[src/rtl/core/pbam_pkg.sv]
// Shared types and range constants for the point / bit-byte address mapper.
package pbam_pkg;

    typedef enum logic [1:0] {
        CAT_NONE   = 2'd0,
        CAT_STATUS = 2'd1,
        CAT_TWOWAY = 2'd2,
        CAT_PSEUDO = 2'd3
    } t_category;

    typedef enum logic {
        DIR_FWD = 1'b0,
        DIR_REV = 1'b1
    } t_direction;

    typedef struct packed {
        logic      valid;
        logic [15:0] number;
        t_category category;
    } t_result;

    // Forward (point number) ranges.
    localparam logic [15:0] FWD_STATUS_HI = 16'd2047;
    localparam logic [15:0] FWD_DIG_LO    = 16'd10000;
    localparam logic [15:0] FWD_DIG_HI    = 16'd11023;
    localparam logic [15:0] FWD_DA_LO     = 16'd15000;
    localparam logic [15:0] FWD_DA_HI     = 16'd16023;
    localparam logic [15:0] FWD_BLK0_LO   = 16'd25000;
    localparam logic [15:0] FWD_BLK0_HI   = 16'd25063;
    localparam logic [15:0] FWD_BLK1_LO   = 16'd36000;
    localparam logic [15:0] FWD_BLK1_HI   = 16'd36063;
    localparam logic [15:0] FWD_BLK2_LO   = 16'd36088;
    localparam logic [15:0] FWD_BLK2_HI   = 16'd36095;
    localparam logic [15:0] FWD_PSEUDO_LO = 16'd50000;
    localparam logic [15:0] FWD_PSEUDO_HI = 16'd51192;

    // Reverse (bit/byte address) ranges.
    localparam logic [15:0] REV_DIG_HI    = 16'd2047;
    localparam logic [15:0] REV_DA_HI     = 16'd4095;
    localparam logic [15:0] REV_BLK0_LO   = 16'd4608;
    localparam logic [15:0] REV_BLK0_HI   = 16'd4727;
    localparam logic [15:0] REV_BLK1_LO   = 16'd5632;
    localparam logic [15:0] REV_BLK1_HI   = 16'd5751;
    localparam logic [15:0] REV_BLK2_LO   = 16'd5808;
    localparam logic [15:0] REV_BLK2_HI   = 16'd5815;
    localparam logic [15:0] REV_PSEUDO_LO = 16'd7000;
    localparam logic [15:0] REV_PSEUDO_HI = 16'd8192;
    localparam logic [15:0] REV_STATUS_LO = 16'd8193;
    localparam logic [15:0] REV_STATUS_HI = 16'd10240;

    // Offset between a pseudo point number and its address.
    localparam logic [15:0] PSEUDO_SHIFT  = 16'd43000;

endpackage

[src/rtl/core/pbam_fwd.sv]
// Forward translation: point number to bit/byte address.
module pbam_fwd
    import pbam_pkg::*;
(
    input  logic [15:0] i_point,
    output t_result     o_res
);

    logic [15:0] d_dig;
    logic [15:0] d_da;
    logic [15:0] d_blk0;
    logic [15:0] d_blk1;
    logic [15:0] d_blk2;

    assign d_dig  = i_point - FWD_DIG_LO;
    assign d_da   = i_point - FWD_DA_LO;
    assign d_blk0 = i_point - FWD_BLK0_LO;
    assign d_blk1 = i_point - FWD_BLK1_LO;
    assign d_blk2 = i_point - FWD_BLK2_LO;

    // Block ranges put eight points into each sixteen-slot group, so the
    // group index moves up one bit and slot bit 3 stays clear.
    always_comb begin
        o_res = '{valid: 1'b0, number: 16'd0, category: CAT_NONE};
        if (i_point <= FWD_STATUS_HI) begin
            o_res = '{valid: 1'b1, number: i_point + REV_STATUS_LO, category: CAT_STATUS};
        end else if (i_point >= FWD_DIG_LO && i_point <= FWD_DIG_HI) begin
            o_res = '{valid: 1'b1, number: {5'd0, d_dig[9:0], 1'b0},
                      category: CAT_TWOWAY};
        end else if (i_point >= FWD_DA_LO && i_point <= FWD_DA_HI) begin
            o_res = '{valid: 1'b1, number: {4'd0, 1'b1, d_da[9:0], 1'b0},
                      category: CAT_NONE};
        end else if (i_point >= FWD_BLK0_LO && i_point <= FWD_BLK0_HI) begin
            o_res = '{valid: 1'b1,
                      number: REV_BLK0_LO + {9'd0, d_blk0[5:3], 1'b0, d_blk0[2:0]},
                      category: CAT_NONE};
        end else if (i_point >= FWD_BLK1_LO && i_point <= FWD_BLK1_HI) begin
            o_res = '{valid: 1'b1,
                      number: REV_BLK1_LO + {9'd0, d_blk1[5:3], 1'b0, d_blk1[2:0]},
                      category: CAT_NONE};
        end else if (i_point >= FWD_BLK2_LO && i_point <= FWD_BLK2_HI) begin
            o_res = '{valid: 1'b1, number: REV_BLK2_LO + {13'd0, d_blk2[2:0]},
                      category: CAT_NONE};
        end else if (i_point >= FWD_PSEUDO_LO && i_point <= FWD_PSEUDO_HI) begin
            o_res = '{valid: 1'b1, number: i_point - PSEUDO_SHIFT, category: CAT_PSEUDO};
        end
    end

endmodule

[src/rtl/core/pbam_rev.sv]
// Reverse translation: bit/byte address to point number.
module pbam_rev
    import pbam_pkg::*;
(
    input  logic [15:0] i_addr,
    output t_result     o_res
);

    logic [15:0] d_blk0;
    logic [15:0] d_blk1;
    logic [15:0] d_blk2;

    assign d_blk0 = i_addr - REV_BLK0_LO;
    assign d_blk1 = i_addr - REV_BLK1_LO;
    assign d_blk2 = i_addr - REV_BLK2_LO;

    // Odd addresses in the digital ranges and the upper half of each block
    // group have no point behind them.
    always_comb begin
        o_res = '{valid: 1'b0, number: 16'd0, category: CAT_NONE};
        if (i_addr <= REV_DIG_HI) begin
            if (!i_addr[0]) begin
                o_res = '{valid: 1'b1, number: FWD_DIG_LO + {6'd0, i_addr[10:1]},
                          category: CAT_TWOWAY};
            end
        end else if (i_addr <= REV_DA_HI) begin
            if (!i_addr[0]) begin
                o_res = '{valid: 1'b1, number: FWD_DA_LO + {6'd0, i_addr[10:1]},
                          category: CAT_NONE};
            end
        end else if (i_addr >= REV_BLK0_LO && i_addr <= REV_BLK0_HI) begin
            if (!d_blk0[3]) begin
                o_res = '{valid: 1'b1,
                          number: FWD_BLK0_LO + {10'd0, d_blk0[6:4], d_blk0[2:0]},
                          category: CAT_NONE};
            end
        end else if (i_addr >= REV_BLK1_LO && i_addr <= REV_BLK1_HI) begin
            if (!d_blk1[3]) begin
                o_res = '{valid: 1'b1,
                          number: FWD_BLK1_LO + {10'd0, d_blk1[6:4], d_blk1[2:0]},
                          category: CAT_NONE};
            end
        end else if (i_addr >= REV_BLK2_LO && i_addr <= REV_BLK2_HI) begin
            o_res = '{valid: 1'b1, number: FWD_BLK2_LO + {13'd0, d_blk2[2:0]},
                      category: CAT_NONE};
        end else if (i_addr >= REV_PSEUDO_LO && i_addr <= REV_PSEUDO_HI) begin
            o_res = '{valid: 1'b1, number: i_addr + PSEUDO_SHIFT, category: CAT_PSEUDO};
        end else if (i_addr >= REV_STATUS_LO && i_addr <= REV_STATUS_HI) begin
            o_res = '{valid: 1'b1, number: i_addr - REV_STATUS_LO, category: CAT_STATUS};
        end
    end

endmodule

[src/rtl/core/point_bitbyte_address_mapper_core.sv]
// Top level: two-stage stream wrapper around the forward and reverse mappers.
// A result is offered on the master side once its input has passed the input register
// and then the result register; a master-side stall can hold it in either register.
// Throughput: one transfer per cycle while m_axis_tready stays high; the input and
// result registers each advance whenever the stage behind them is empty or being drained.
// Both range translators are short compare-and-add logic between those two registers.
// Reset (i_rst_n low, synchronous) empties both stages; no result is pending after it.
module point_bitbyte_address_mapper_core
    import pbam_pkg::*;
(
    input  logic        i_clk,
    input  logic        i_rst_n,
    // Slave side.
    input  logic        s_axis_tvalid,
    output logic        s_axis_tready,
    input  logic [15:0] s_axis_tdata,  // [15:0] number_in
    input  logic        s_axis_tuser,  // [0] func (0 forward, 1 reverse)
    // Master side.
    output logic        m_axis_tvalid,
    input  logic        m_axis_tready,
    output logic [15:0] m_axis_tdata,  // [15:0] number_out
    output logic [2:0]  m_axis_tuser   // [0] valid_res, [2:1] category
);

    // Input stage registers.
    logic        r_in_valid;
    logic        n_in_valid;
    t_direction  r_dir;
    logic [15:0] r_num;

    // Result stage registers.
    logic        r_out_valid;
    logic        n_out_valid;
    t_result     r_res;

    logic        in_ready;
    logic        res_ready;
    t_result     fwd_res;
    t_result     rev_res;
    t_result     sel_res;

    // A stage can take new data when it is empty or its content moves on
    // in the same cycle.
    assign res_ready = !r_out_valid || m_axis_tready;
    assign in_ready  = !r_in_valid || res_ready;

    assign n_in_valid  = s_axis_tvalid ? 1'b1 : (r_in_valid && !res_ready);
    assign n_out_valid = r_in_valid ? 1'b1 : (r_out_valid && !m_axis_tready);

    pbam_fwd u_fwd (
        .i_point (r_num),
        .o_res   (fwd_res)
    );

    pbam_rev u_rev (
        .i_addr  (r_num),
        .o_res   (rev_res)
    );

    always_comb begin
        case (r_dir)
            DIR_FWD: sel_res = fwd_res;
            DIR_REV: sel_res = rev_res;
            default: sel_res = fwd_res;
        endcase
    end

    // Control state.
    always_ff @(posedge i_clk) begin
        if (!i_rst_n) begin
            r_in_valid  <= 1'b0;
            r_out_valid <= 1'b0;
        end else begin
            if (in_ready) begin
                r_in_valid <= n_in_valid;
            end
            if (res_ready) begin
                r_out_valid <= n_out_valid;
            end
        end
    end

    // Payload moves only on a transfer into each stage.
    always_ff @(posedge i_clk) begin
        if (in_ready && s_axis_tvalid) begin
            r_dir <= t_direction'(s_axis_tuser);
            r_num <= s_axis_tdata;
        end
        if (res_ready && r_in_valid) begin
            r_res <= sel_res;
        end
    end

    assign s_axis_tready = in_ready;
    assign m_axis_tvalid = r_out_valid;
    assign m_axis_tdata  = r_res.number;
    assign m_axis_tuser  = {r_res.category, r_res.valid};

endmodule

[config.mk]
export PLATFORM = sky130hd
export DESIGN_NAME = point_bitbyte_address_mapper_core
export DESIGN_NICKNAME = d
export VERILOG_FILES = /design/src/rtl/core/pbam_pkg.sv /design/src/rtl/core/pbam_fwd.sv /design/src/rtl/core/pbam_rev.sv /design/src/rtl/core/point_bitbyte_address_mapper_core.sv
export SDC_FILE = /design/constraint.sdc
export NUM_CORES = 1
export LEC_CHECK = 0
export ABC_CLOCK_PERIOD_IN_PS = 5300
export BUFFER_PORTS_ARGS = -buffer_cell sky130_fd_sc_hd__buf_2
export CAP_MARGIN = 20
export CORE_AREA = 3 3 85 87
export CTS_CLUSTER_DIAMETER = 50
export DETAILED_ROUTE_END_ITERATION = 7
export DIE_AREA = 0 0 88 90
export GPL_TIMING_DRIVEN = 0
export PLACE_DENSITY = 0.79
export SLEW_MARGIN = 15
export SYNTH_ARGS = -nofsm -noshare
export SYNTH_HDL_FRONTEND = slang
export SYNTH_SLANG_ARGS = --single-unit
[constraint.sdc]
create_clock -name i_clk -period 5.3 [get_ports i_clk]
set_input_delay 0.265 -clock i_clk [delete_from_list [all_inputs] [get_ports i_clk]]
set_output_delay 0.265 -clock i_clk [all_outputs]
set_load 0.05 [all_outputs]
# ---- After elaboration in Yosys (flattened, before gate mapping)
# Index checks and enable logic that the tools add are counted.
# Widths: inputs -> output; s select.
dict set report classes {
  n_eq_ne 0
  n_div 0
  mul 0
  mux 21
  n_bitwise 1
  n_shift 0
  add_sub_neg 20
  n_reduce_logical 21
  magnitude_cmp 24
}
# op n
set op_table {}
lappend op_table {{$mux 19} 18}
lappend op_table {{$ge 16x13->1 const B} 4}
lappend op_table {{$le 16x14->1 const B} 4}
lappend op_table {{$ge 16x14->1 const B} 3}
lappend op_table {{$ge 16x16->1 const B} 3}
lappend op_table {{$le 16x13->1 const B} 3}
lappend op_table {{$le 16x16->1 const B} 3}
lappend op_table {{$pmux 19 s2} 1}
lappend op_table {{$add 14x10->15 const A} 2}
lappend op_table {{$add 13x7->14 const A} 2}
lappend op_table {{$sub 10x10->10 const B} 2}
lappend op_table {{$add 15x6->16 const A} 1}
lappend op_table {{$add 16x14->16 const B} 1}
lappend op_table {{$add 16x16->16 const B} 1}
lappend op_table {{$add 16x3->16 const A} 1}
lappend op_table {{$add 16x6->16 const A} 1}
lappend op_table {{$ge 16x15->1 const B} 1}
lappend op_table {{$le 16x11->1 const B} 1}
lappend op_table {{$le 16x12->1 const B} 1}
lappend op_table {{$le 16x15->1 const B} 1}
lappend op_table {{$sub 16x14->16 const B} 1}
lappend op_table {{$sub 16x16->16 const B} 1}
lappend op_table {{$logic_and 1x1->1} 15}
lappend op_table {{$add 13x3->14 const A} 1}
lappend op_table {{other kinds (7)} 15}
dict set report word_totals {
  regBits 38
  n_memories 0
  inputBits 21
  latch_bits 0
  ramBits 0
  wordCells 94
  mem_bits_ro 0
}

# ---- Depth between registers and ports, before layout
# Gate-level depths: netlist (run 1).
dict set report depth {
  word_depth 10
  depth_mapped 12
  depth_no_buf 9
}

# ---- By module
# Synthesis (run 1) repeated with hierarchy kept, for this count alone.
dict set report hier_totals {
  cells_unflattened 488
  area_unflattened_um2 4360.4
}
# mod area_per_inst_um2 cells_per_inst n_inst seq_area_each_um2
set by_module_without_submodules {}
lappend by_module_without_submodules {pbam_rev 1549.0 216 1 0.0}
lappend by_module_without_submodules {point_bitbyte_address_mapper_core 1447.6 66 1 1121.1}
lappend by_module_without_submodules {pbam_fwd 1363.8 206 1 0.0}

# ---- Worst setup path after synthesis (run 1)
# No wires, ideal clock.
dict set report synth_path {
  path_kind {reg-to-reg}
  start {reg r_num[5]}
  end {reg r_res (netlist bit m_axis_tdata[5]), data pin}
  n_path_buf 3
  synth_period_minus_slack_ns 3.183
  setup_slack_ns 2.117
  arrival_time_ns 2.924
  stages_incl_launch_ff 12
  path_cell_list {edfxtp_1 clkbuf_1 inv_1 ha_1 or3b_1 buf_2 a21oi_1 or4b_1 a32oi_2 buf_4 a21oi_1 a211o_1}
}
# element line_no
set synth_lines {}
lappend synth_lines {{start, declared} point_bitbyte_address_mapper_core.sv:29} ;# logic [15:0] r_num;
lappend synth_lines {{start signal, assigned} point_bitbyte_address_mapper_core.sv:87} ;# r_num <= s_axis_tdata;
lappend synth_lines {{end signal, assigned} point_bitbyte_address_mapper_core.sv:90} ;# r_res <= sel_res;
lappend synth_lines {{end, declared} point_bitbyte_address_mapper_core.sv:34} ;# t_result r_res;

==> qor.txt, run 1 <==
======================================================================================================
Crit start category                                                                               flop
Number of detailed-routing iterations run before antenna repair                                      8
CTS Sinks                                                                                           38
All-Layer GR Usage                                                                               34.5%
Post-layout minimum cycle time                                                                 4.25 ns
Count of hold-fix buffers inserted at cts                                                            0
Failing checks                                                                            design-rule violations
Overall via count from detail_route                                                               4404
CTS Root Cell                                                                                 clkbuf_8
Count of pins over their slew limit                                                                  0
Critical path type                                                                        flop to flop
Drt via density                                                                                   7.39
Count of maximum capacitance violations                                                              0
Remaining global-route overflow                                                                      0
Ratio of final minimum period to clock period                                                    80.1%
Violation count after the first detailed-route iteration                                           789
Fill cell instance count of the final layout                                                       535
Per-instance average area after synthesis                                                    8.21 um^2
Achievable frequency                                                                           236 MHz
# diodes                                                                                             0
Maximum number of pins on one net before global-route repair                                        19
Area grow syn2layout                                                                             10.2%
RSZ-0062 raised after global routing                                                             false
Leakage power figure                                                                           1.56 nW
Number of design rule violations left after detail routing                                           1
Gate count of the mapped netlist                                                                   470
Final estimated routing congestion in global placement                                            1.13
Cell Area, Placed                                                                            4180 um^2
Number of buffers inserted by post-CTS setup repair                                                  0
Most common cell type on the critical path                                                     a21oi_1
TritonCTS Buffers                                                                                    5
Post-cts resize count                                                                                0
Required time at the endpoint of the critical path                                             5.35 ns
Number of enable flip-flop cells after synthesis                                                    36
HPWL Detailed                                                                                 10200 um
Ys flop type                                                                                  edfxtp_1
Worst-path cell with the longest stage delay                                                  edfxtp_1
Y dimension of the die                                                                           90 um
Clock tree from TritonCTS                                                                          yes
Area of the die                                                                              7920 um^2
Worst vdd rail ir drop                                                                      0.000133 V
H-tree Lvls                                                                                          2
Slew Limit Headroom                                                                              16.9%
Finished Cell Area                                                                           4260 um^2
Run status                                                                                finished with violations
Worst-Skew Late Latency                                                                        0.29 ns
Max Clock Skew                                                                              0.00454 ns
Boundary pin count                                                                                  42
Wire length of the first global-routing pass                                                  21200 um
Share of the core filled with cells in the final layout                                          66.3%
Critical Path End Type                                                                            flop
Power density over the cells                                                               189 nW/um^2
Width of the chip                                                                                88 um
Worst-margin pin slew                                                                          1.23 ns
Worst endpoint data arrival time                                                               4.30 ns
Number of warnings issued by yosys                                                                   0
Final-layout setup total negative slack                                                           0 ns
Layout cell share with drive strength beyond 1                                                   14.3%
Part of the Yosys area used for sequential elements                                              29.0%
Number of setup violations in the final report                                                       0
Worst hold path type                                                                      primary input to flop
Synth cell types                                                                                    71
DR WL/cell                                                                                     23.2 um
Routed Wire Length                                                                            13800 um
Crit path max fanout                                                                                10
Largest stage delay, worst path                                                                0.54 ns
Post-synth design cell area                                                                  3860 um^2
Number of nets still failing antenna checks after routing                                            0
Ordered cell list for the critical path                                                   clkbuf_1 -> inv_1 -> ha_1 -> or3b_1 -> buf_2 -> a21oi_1 -> or4b_1 -> a32oi_2 -> buf_4 -> a21oi_1 -> a211o_1
Initial Util                                                                                     60.1%
Synth Net Count                                                                                    508
Number of cell rows                                                                                 29
Share of flip-flops with an asynchronous set or reset after synthesis                               0%
Via count of the first global-routing pass                                                        3912
Number of buffers on the longest clock path                                                          2
Core footprint                                                                               6420 um^2
Clock transition at the register clock pins on the worst setup and hold paths after CTS        0.08 ns
Count of state elements after synthesis                                                             38
# port buffers                                                                                      41
Final Hold Viols                                                                                     0
Net count of the finished layout                                                                   557
Initial antenna violation count                                                                      0
======================================================================================================
## synthesized netlist by cell type, drive strengths merged, types with 5 or more instances
cell type,count,share of area (%)
o21ai,25,3.2
a211o,5,1.1
nor3,15,2.1
nor4,11,2.2
nand3,24,3.1
a22oi,5,0.97
o21a,6,1.2
nand2b,6,0.97
a21o,7,1.4
xnor2,26,5.9
nand4,17,2.8
xor2,9,2.0
and3,5,0.81
ha,17,5.5
inv,10,0.97
a21oi,25,3.2
nor2b,8,1.3
nor2,32,3.1
clkbuf,16,1.6
o211ai,5,0.97
a221oi,7,1.6
o22ai,5,0.81
edfxtp,36,28
a31oi,10,1.6
nand2,39,3.8
a211oi,9,1.9
buf,25,2.9
## final cells by class
cell class                 count  area [um^2]  area share [%]
clock inverter                 1         7.51           0.176
multi-input combinational    378         2520            59.2
tap                           77         96.3            2.26
inverter                      13         48.8            1.15
timing repair buffer          42          216            5.09
buffer                        41          174            4.09
clock buffer                   6         72.6            1.71
sequential                    38         1120            26.3
## worst paths after layout
path	slack, ns	depth (start not counted)	endpoint	startpoint
setup / recovery	1.05	11	m_axis_tdata[5]	r_num[5]
hold / removal	0.14	1	r_num[7]	s_axis_tdata[7]
setup reg to reg	1.05	11	m_axis_tdata[5]	r_num[5]
hold reg to reg	0.55	1	m_axis_tvalid	r_in_valid
## critical path, delay by kind of cell, from the launching register on
family | cells | cell delay [ns]
flops | 1 | 0.54
fa+ha+maj | 1 | 0.42
buf+inv | 4 | 1.36
compound gates | 4 | 0.96
simple gates | 2 | 0.70
## layer usage
layer,global-route usage (%),wire length [um],up-vias
met1,45.1,4970,1945
met5,0,0,-
met3,9.87,2020,126
li1,-,-,1891
met2,50.9,5850,442
met4,18.2,987,0
## where the power goes
group	internal [mW]	leakage, nW	total (mW)	switching [mW]
logic	0.0747	1.16	0.247	0.173
registers	0.349	0.361	0.359	0.0104
clock network	0.0903	0.0373	0.197	0.106
## registers in the layout, summed over array words and instances (netlist names)
| register | flops |
|---|---|
| m_axis_tdata | 16 |
| m_axis_tuser | 3 |
| m_axis_tvalid | 1 |
| r_dir | 1 |
| r_in_valid | 1 |
| r_num | 16 |
## cells by family after synthesis
kind of cell               after synthesis  share of synthesized area, %
muxes                                    1                         0.259
and+or+nand+nor                        183                          25.6
DFF                                     38                          29.0
AOI/OAI and AO/OA                      142                          25.9
buffers and inverters                   54                          5.77
adders and majority gates               17                          5.51
xor gates and xnor gates                35                          7.94
## cell usage in the layout (no fill, tap or decap), types with 24 or more instances in the layout
| cell | count |
|---|---|
| nor2_1 | 32 |
| xnor2_1 | 26 |
| edfxtp_1 | 36 |
| nand3_1 | 24 |
| a21oi_1 | 25 |
| o21ai_0 | 25 |
| nand2_1 | 39 |
| buf_2 | 54 |
## per-stage QoR
step	power [mW]	std cells	hold slack, ns	setup slack (ns)
after floorplan	0.534	470	0.364	2.12
after global placement	0.599	588	0.441	1.16
after detailed placement	0.602	589	0.444	1.22
after CTS	0.793	596	0.139	1.22
after global routing	0.829	596	0.129	1.03
final	0.803	596	0.139	1.05
(Power assumes the default switching activity.)
==> run 2: changes to the inputs <==
- ABC_AREA: not set -> 1
- ABC_CLOCK_PERIOD_IN_PS: 5300 -> 3700
- CORE_AREA: 3 3 85 87 -> 3 3 96 98
- DIE_AREA: 0 0 88 90 -> 0 0 99 101
- PLACE_DENSITY: 0.79 -> 0.77
- clock period: 5.3 -> 3.7 ns (I/O delays scaled with it)
==> run 2 against run 1 <==
Effect of this change: the flow now finishes without violations; utilization fell by 6.2 points; design area increased by 21%; non-clock buffer count down 19; worst hold slack worse by 0.094 ns; clock skew is 0.0056 ns higher; die area is 26% higher; sequential power grew 47%; count of clock-buffer cells in the layout decreased by 1; global-route usage grew 0.37 points; first-iteration DRC count is 23% lower; register-to-register slack worse by 0.57 ns; largest cell class unchanged; critical path depth rose by 4.
==> qor.txt, run 2 <==
======================================================================================================
Count of maximum capacitance violations                                                              0
Met3 capacity usage during global routing                                                        6.37%
Y dimension of the die                                                                          101 um
Worst path setup slack after routing                                                          0.484 ns
Fraction of synthesized area in multiplexers                                                        0%
Overall power                                                                                  1.33 mW
Basic-gate share of the synthesized area counting and, or, nand and nor cells                    45.4%
Run status                                                                                   completed
Number of nets still failing antenna checks after routing                                            0
Drt via density                                                                                   6.06
Critical path type                                                                        flop to flop
Compound-gate portion of the synthesized area                                                    10.6%
TritonCTS Buffers                                                                                    5
Core footprint                                                                               8550 um^2
Final Hold Viols                                                                                     0
DR WL/cell                                                                                     20.1 um
Number of enable flip-flop cells after synthesis                                                    36
CTS Root Cell                                                                                 clkbuf_8
Critical Path End Type                                                                            flop
Achievable frequency                                                                           311 MHz
Crit start category                                                                               flop
Number of cell rows                                                                                 34
Highest-count cells in the layout ignoring fill and taps                                  nand2_1, nand3_1, nor2_1
Post-synth top area cell                                                                      edfxtp_1
Most common cell type on the critical path                                                     nand2_1
Violation count after the first detailed-route iteration                                           611
Required time at the endpoint of the critical path                                             3.76 ns
Clock transition at the register clock pins on the worst setup and hold paths after CTS        0.09 ns
Count of pins over their slew limit                                                                  0
Met1 track demand over resource in global routing                                                42.6%
Leakage power figure                                                                           2.42 nW
Part of the Yosys area used for sequential elements                                              23.9%
Internal reg-to-reg setup slack                                                                0.48 ns
Cell with the most instances after synthesis                                                   nand2_1
Fill cell instance count of the final layout                                                       859
Power density over the cells                                                               259 nW/um^2
Post-layout minimum cycle time                                                                 3.22 ns
# port buffers                                                                                      41
Layout cell share with drive strength beyond 1                                                   20.5%
Adder and majority cell fraction of the synthesized area                                         4.53%
Cells taking the most area after synthesis                                                edfxtp_1, nand2_1, nand3_1
Count of hold-fix buffers inserted at cts                                                            0
Dominant combinational cell family by area after synthesis                                simple AND/OR/NAND/NOR gates
Share of the core filled with cells in the final layout                                          60.1%
Worst-margin pin slew                                                                         0.684 ns
Share of Yosys cell area claimed by the top area cell type                                       23.0%
Worst reg2reg path depth                                                                            15
Number of design rule violations left after detail routing                                           0
Worst vdd rail ir drop                                                                      0.000152 V
Post-Synth XOR/XNOR Area                                                                         5.38%
Final-layout setup total negative slack                                                           0 ns
Number of detailed-routing iterations run before antenna repair                                      6
Ys flop type                                                                                  edfxtp_1
Most common cell after layout, fill and taps aside                                             nand2_1
Number of buffers on the longest clock path                                                          2
# diodes                                                                                             0
Maximum number of pins on one net before global-route repair                                        18
All-Layer GR Usage                                                                               34.9%
Worst-case setup slack after placement                                                        0.647 ns
Cell Area, Placed                                                                            5050 um^2
Overall via count from detail_route                                                               5289
Non-filler cells in the finished layout                                                            873
Area of the die                                                                             10000 um^2
Worst endpoint data arrival time                                                               3.27 ns
Placed cell count                                                                                  865
Finished Cell Area                                                                           5140 um^2
Clock tree from TritonCTS                                                                          yes
Worst hold path type                                                                      primary input to flop
Remaining global-route overflow                                                                      0
CP startpoint                                                                                 r_num[4]
HPWL Detailed                                                                                 13400 um
Synth cell types                                                                                    48
Net count of the finished layout                                                                   802
Width of the chip                                                                                99 um
Via count of the first global-routing pass                                                        4969
Boundary pin count                                                                                  42
Number of buffers inserted by post-CTS setup repair                                                  0
Global Route met2 Usage                                                                          55.7%
Synth Net Count                                                                                    753
Slew Limit Headroom                                                                              54.3%
CTS Sinks                                                                                           38
Initial antenna violation count                                                                      0
Crit path max fanout                                                                                11
Per-instance average area after synthesis                                                    6.57 um^2
Post-Route Hold Slack                                                                        0.0454 ns
Wire length of the first global-routing pass                                                  26700 um
H-tree Lvls                                                                                          2
Global-route layer with the greatest usage                                                        met2
Last element of the critical path                                                         m_axis_tdata[9]
RSZ-0062 raised after global routing                                                             false
Area grow syn2layout                                                                             9.38%
Post-synth design cell area                                                                  4700 um^2
Largest stage delay, worst path                                                                0.66 ns
Synth cell count leaders                                                                  nand2_1, nand3_1, nor2_1
Ordered cell list for the critical path                                                   clkinv_1 -> ha_1 -> inv_1 -> nor2_4 -> inv_1 -> nand2_1 -> nand2_1 -> nand2_1 -> nand2_2 -> inv_2 -> o21ai_1 -> nand2_1 -> nand3b_1 -> nand2_1 -> nand2_1
Post-cts resize count                                                                                0
Capture point of the worst reg-to-reg path                                                m_axis_tdata[9]
Ratio of final minimum period to clock period                                                    86.9%
Final estimated routing congestion in global placement                                            1.06
Initial Util                                                                                     54.9%
Share of flip-flops with an asynchronous set or reset after synthesis                               0%
Max Clock Skew                                                                               0.0101 ns
Worst-Skew Late Latency                                                                        0.31 ns
Reg-to-reg startpoint                                                                         r_num[4]
Routed Wire Length                                                                            17500 um
Gate count of the mapped netlist                                                                   715
Number of warnings issued by yosys                                                                   0
Number of setup violations in the final report                                                       0
Count of state elements after synthesis                                                             38
Worst-path cell with the longest stage delay                                                  edfxtp_1
======================================================================================================
==> run 2: cell count changes in the layout (fill, tap and decap cells not counted), sizes merged, moves of 23 or more <==
cell,before,now
nand3,24,78
inv,10,77
xnor2,26,3
nand2,39,246
o21ai,25,48
nor2,32,91
==> run 2: worst min-delay path by stage <==
stage / slack [ns] / start / cells after the start / endpoint
6_report: 0.05 / s_axis_tdata[15] / 1 / r_num[15]
3_5_place_dp: 0.36 / s_axis_tdata[1] / 1 / r_num[1]
5_1_grt: 0.04 / s_axis_tdata[2] / 1 / r_num[2]
3_3_place_gp: 0.36 / s_axis_tdata[2] / 1 / r_num[2]
2_1_floorplan: 0.28 / s_axis_tuser / 0 / r_dir
4_1_cts: 0.05 / s_axis_tdata[6] / 1 / r_num[6]
==> run 2: worst max-delay path, delay by kind of cell, from the launching register on <==
kind | cells | cell delay, ns
buffers and inverters | 4 | 0.87
AO/OA/AOI/OAI | 1 | 0.10
AND/OR/NAND/NOR | 9 | 0.81
flip-flops | 1 | 0.66
adder cells (fa/ha/maj) | 1 | 0.51
==> run 2: cells by family (layout without fill, tap and decap cells) <==
| logic type | count (synthesis) | count (layout) |
|---|---|---|
| compound gates | 89 | 89 |
| xor+xnor | 28 | 28 |
| fa+ha+maj | 17 | 17 |
| buf+inv | 100 | 150 |
| flops | 38 | 38 |
| simple gates | 443 | 443 |
==> run 2: layer usage <==
metal	routed length, um	vias to the layer above	part of all wire (%)
met5	0	-	0
met4	1370	0	7.8
met3	1820	99	10
met2	7790	400	44
met1	6540	2362	37
li1	-	2428	-
==> run 2: area by class of cell <==
cell class | instances | area (um^2) | area share (%)
Inverter | 78 | 303 | 5.90
Timing Repair Buffer | 42 | 216 | 4.21
Clock inverter | 3 | 16.3 | 0.317
Clock buffer | 5 | 68.8 | 1.34
Buffer | 22 | 181 | 3.53
Tap cell | 108 | 135 | 2.63
Sequential cell | 38 | 1120 | 21.8
Multi-Input combinational cell | 577 | 3090 | 60.2
==> run 2: report_power, final <==
part | total, mW | internal, mW | switching (mW)
clock network | 0.306 | 0.130 | 0.177
logic | 0.494 | 0.139 | 0.354
registers | 0.529 | 0.504 | 0.0254
==> run 3: changes to the inputs <==
- PLACE_DENSITY: 0.77 -> 0.79
==> run 3 against run 2 <==
Effect of this change: the flow now finishes with violations (design-rule violations); die area did not move; cell count unchanged; clock power increased by 47%; worst hold slack worse by 0.00096 ns; maximum frequency down 3.6%.
==> qor.txt, run 3 (synthesis results as in run 2) <==
======================================================================================================
Post-layout minimum cycle time                                                                 3.34 ns
Cell Area, Placed                                                                            5050 um^2
Fill cell instance count of the final layout                                                       841
Worst path setup slack after routing                                                          0.364 ns
Clock Power Share                                                                                30.4%
Achievable frequency                                                                           300 MHz
Hold EP                                                                                       r_num[2]
HPWL Detailed                                                                                 13800 um
Worst-Skew Late Latency                                                                        0.31 ns
Highest-count cells in the layout ignoring fill and taps                                  nand2_1, nand3_1, nor2_1
Number of detailed-routing iterations run before antenna repair                                      8
RSZ-0062 raised after global routing                                                             false
Count of pins over their slew limit                                                                  0
Worst-margin pin slew                                                                         0.687 ns
H-tree Lvls                                                                                          2
Overall power                                                                                  1.48 mW
Net count of the finished layout                                                                   802
CTS Sinks                                                                                           38
Area used by multi-input combinational logic                                                 3090 um^2
Post-Route Hold Slack                                                                        0.0445 ns
Initial Util                                                                                     54.9%
Hold depth                                                                                           1
Wire length of the first global-routing pass                                                  26300 um
Critical path type                                                                        flop to flop
Number of nets still failing antenna checks after routing                                            0
Sequential fraction of design power                                                              35.8%
DR WL/cell                                                                                     20.2 um
Crit path max fanout                                                                                11
Slew Limit Headroom                                                                              54.1%
Number of cell rows                                                                                 34
Run status                                                                                finished with violations
Leakage power figure                                                                           2.45 nW
Clock tree from TritonCTS                                                                          yes
Required time at the endpoint of the critical path                                             3.77 ns
Count of maximum capacitance violations                                                              0
Ratio of final minimum period to clock period                                                    90.2%
Number of buffers on the longest clock path                                                          2
CTS Root Cell                                                                                 clkbuf_8
Overall via count from detail_route                                                               5281
Number of design rule violations left after detail routing                                           3
Violation count after the first detailed-route iteration                                           620
Initial antenna violation count                                                                      0
Worst endpoint data arrival time                                                               3.41 ns
Final Hold Viols                                                                                     0
Clock transition at the register clock pins on the worst setup and hold paths after CTS        0.09 ns
Crit start category                                                                               flop
Core footprint                                                                               8550 um^2
Failing checks                                                                            design-rule violations
P_sw                                                                                            562 uW
Startpoint of the most critical hold path                                                 s_axis_tdata[2]
Final estimated routing congestion in global placement                                            1.04
Post-cts resize count                                                                                0
Via count of the first global-routing pass                                                        4788
TritonCTS Buffers                                                                                    5
Internal reg-to-reg setup slack                                                                0.36 ns
All-Layer GR Usage                                                                               34.8%
Area grow syn2layout                                                                             10.5%
Layout cell share with drive strength beyond 1                                                   20.7%
Reg-to-reg startpoint                                                                         r_num[4]
# port buffers                                                                                      41
Proportion of power drawn by combinational gates                                                 33.7%
Critical Path End Type                                                                            flop
Most common cell after layout, fill and taps aside                                             nand2_1
Boundary pin count                                                                                  42
Finished Cell Area                                                                           5190 um^2
Worst hold path type                                                                      primary input to flop
Worst-case setup slack after placement                                                        0.570 ns
Count of hold-fix buffers inserted at cts                                                            0
Placed cell count                                                                                  865
Combined flip-flop and latch cell area                                                       1120 um^2
Power density over the cells                                                               284 nW/um^2
Switching portion of total power                                                                 38.1%
Non-filler cells in the finished layout                                                            873
Width of the chip                                                                                99 um
Max Clock Skew                                                                               0.0129 ns
Capture point of the worst reg-to-reg path                                                m_axis_tdata[9]
Number of buffers inserted by post-CTS setup repair                                                  0
# diodes                                                                                             0
Share of the core filled with cells in the final layout                                          60.7%
Worst reg2reg path depth                                                                            15
Final-layout setup total negative slack                                                           0 ns
Remaining global-route overflow                                                                      0
Maximum number of pins on one net before global-route repair                                        18
Number of setup violations in the final report                                                       0
Routed Wire Length                                                                            17700 um
Area of the die                                                                             10000 um^2
P_int                                                                                           914 uW
Worst vdd rail ir drop                                                                      0.000201 V
Drt via density                                                                                   6.05
Y dimension of the die                                                                          101 um
======================================================================================================
## run 3: changes by cell type in the layout (fill, tap and decap cells not counted), sizes merged
| cell | previous run | this run |
|---|---|---|
| clkinv | 3 | 2 |
| clkinvlp | 1 | 0 |
| bufinv | 0 | 2 |
## run 3: layer usage
metal | up-vias | wire [um] | global-route usage (%)
met5 | - | 0 | 0
met4 | 0 | 1150 | 20.7
met3 | 86 | 1950 | 5.81
met2 | 389 | 8050 | 56.6
met1 | 2375 | 6510 | 43.2
li1 | 2431 | - | -
## run 3: power groups by stage
stage	logic [mW]	registers, mW	clock network (mW)
3_3_place_gp	0.474	0.537	0
3_5_place_dp	0.482	0.537	0
6_report	0.498	0.529	0.449
4_1_cts	0.483	0.528	0.447
2_1_floorplan	0.298	0.576	0
5_1_grt	0.529	0.530	0.465
## run 3: layout make-up
class | instances | area share (%)
buffer | 22 | 3.50
clock buffer | 5 | 1.33
clock inverter | 3 | 1.33
inverter | 78 | 5.84
multi-input combinational | 577 | 59.6
sequential | 38 | 21.6
tap | 108 | 2.60
timing repair buffer | 42 | 4.17
## run 3: worst max-delay path by stage
stage                     startpoint              end  slack [ns]  cells past startpoint
final                       r_num[4]  m_axis_tdata[9]        0.36                     15
after global routing        r_num[4]  m_axis_tdata[9]        0.39                     15
after CTS                   r_num[4]  m_axis_tdata[9]        0.56                     15
after detailed placement    r_num[4]  m_axis_tdata[9]        0.57                     15
after global placement      r_num[4]  m_axis_tdata[9]        0.54                     15
after floorplan             r_num[4]  m_axis_tdata[0]        1.43                     15
## run 3: worst max-delay path, stage by stage (launching register included)
cell      delay [ns]
edfxtp_1        0.70
clkinv_1        0.55
ha_1            0.49
inv_1           0.13
nor2_4          0.07
inv_1           0.07
nand2_1         0.05
nand2_1         0.06
nand2_1         0.06
nand2_2         0.18
inv_2           0.11
o21ai_1         0.17
nand2_1         0.10
nand3b_1        0.21
nand2_1         0.09
nand2_1         0.06
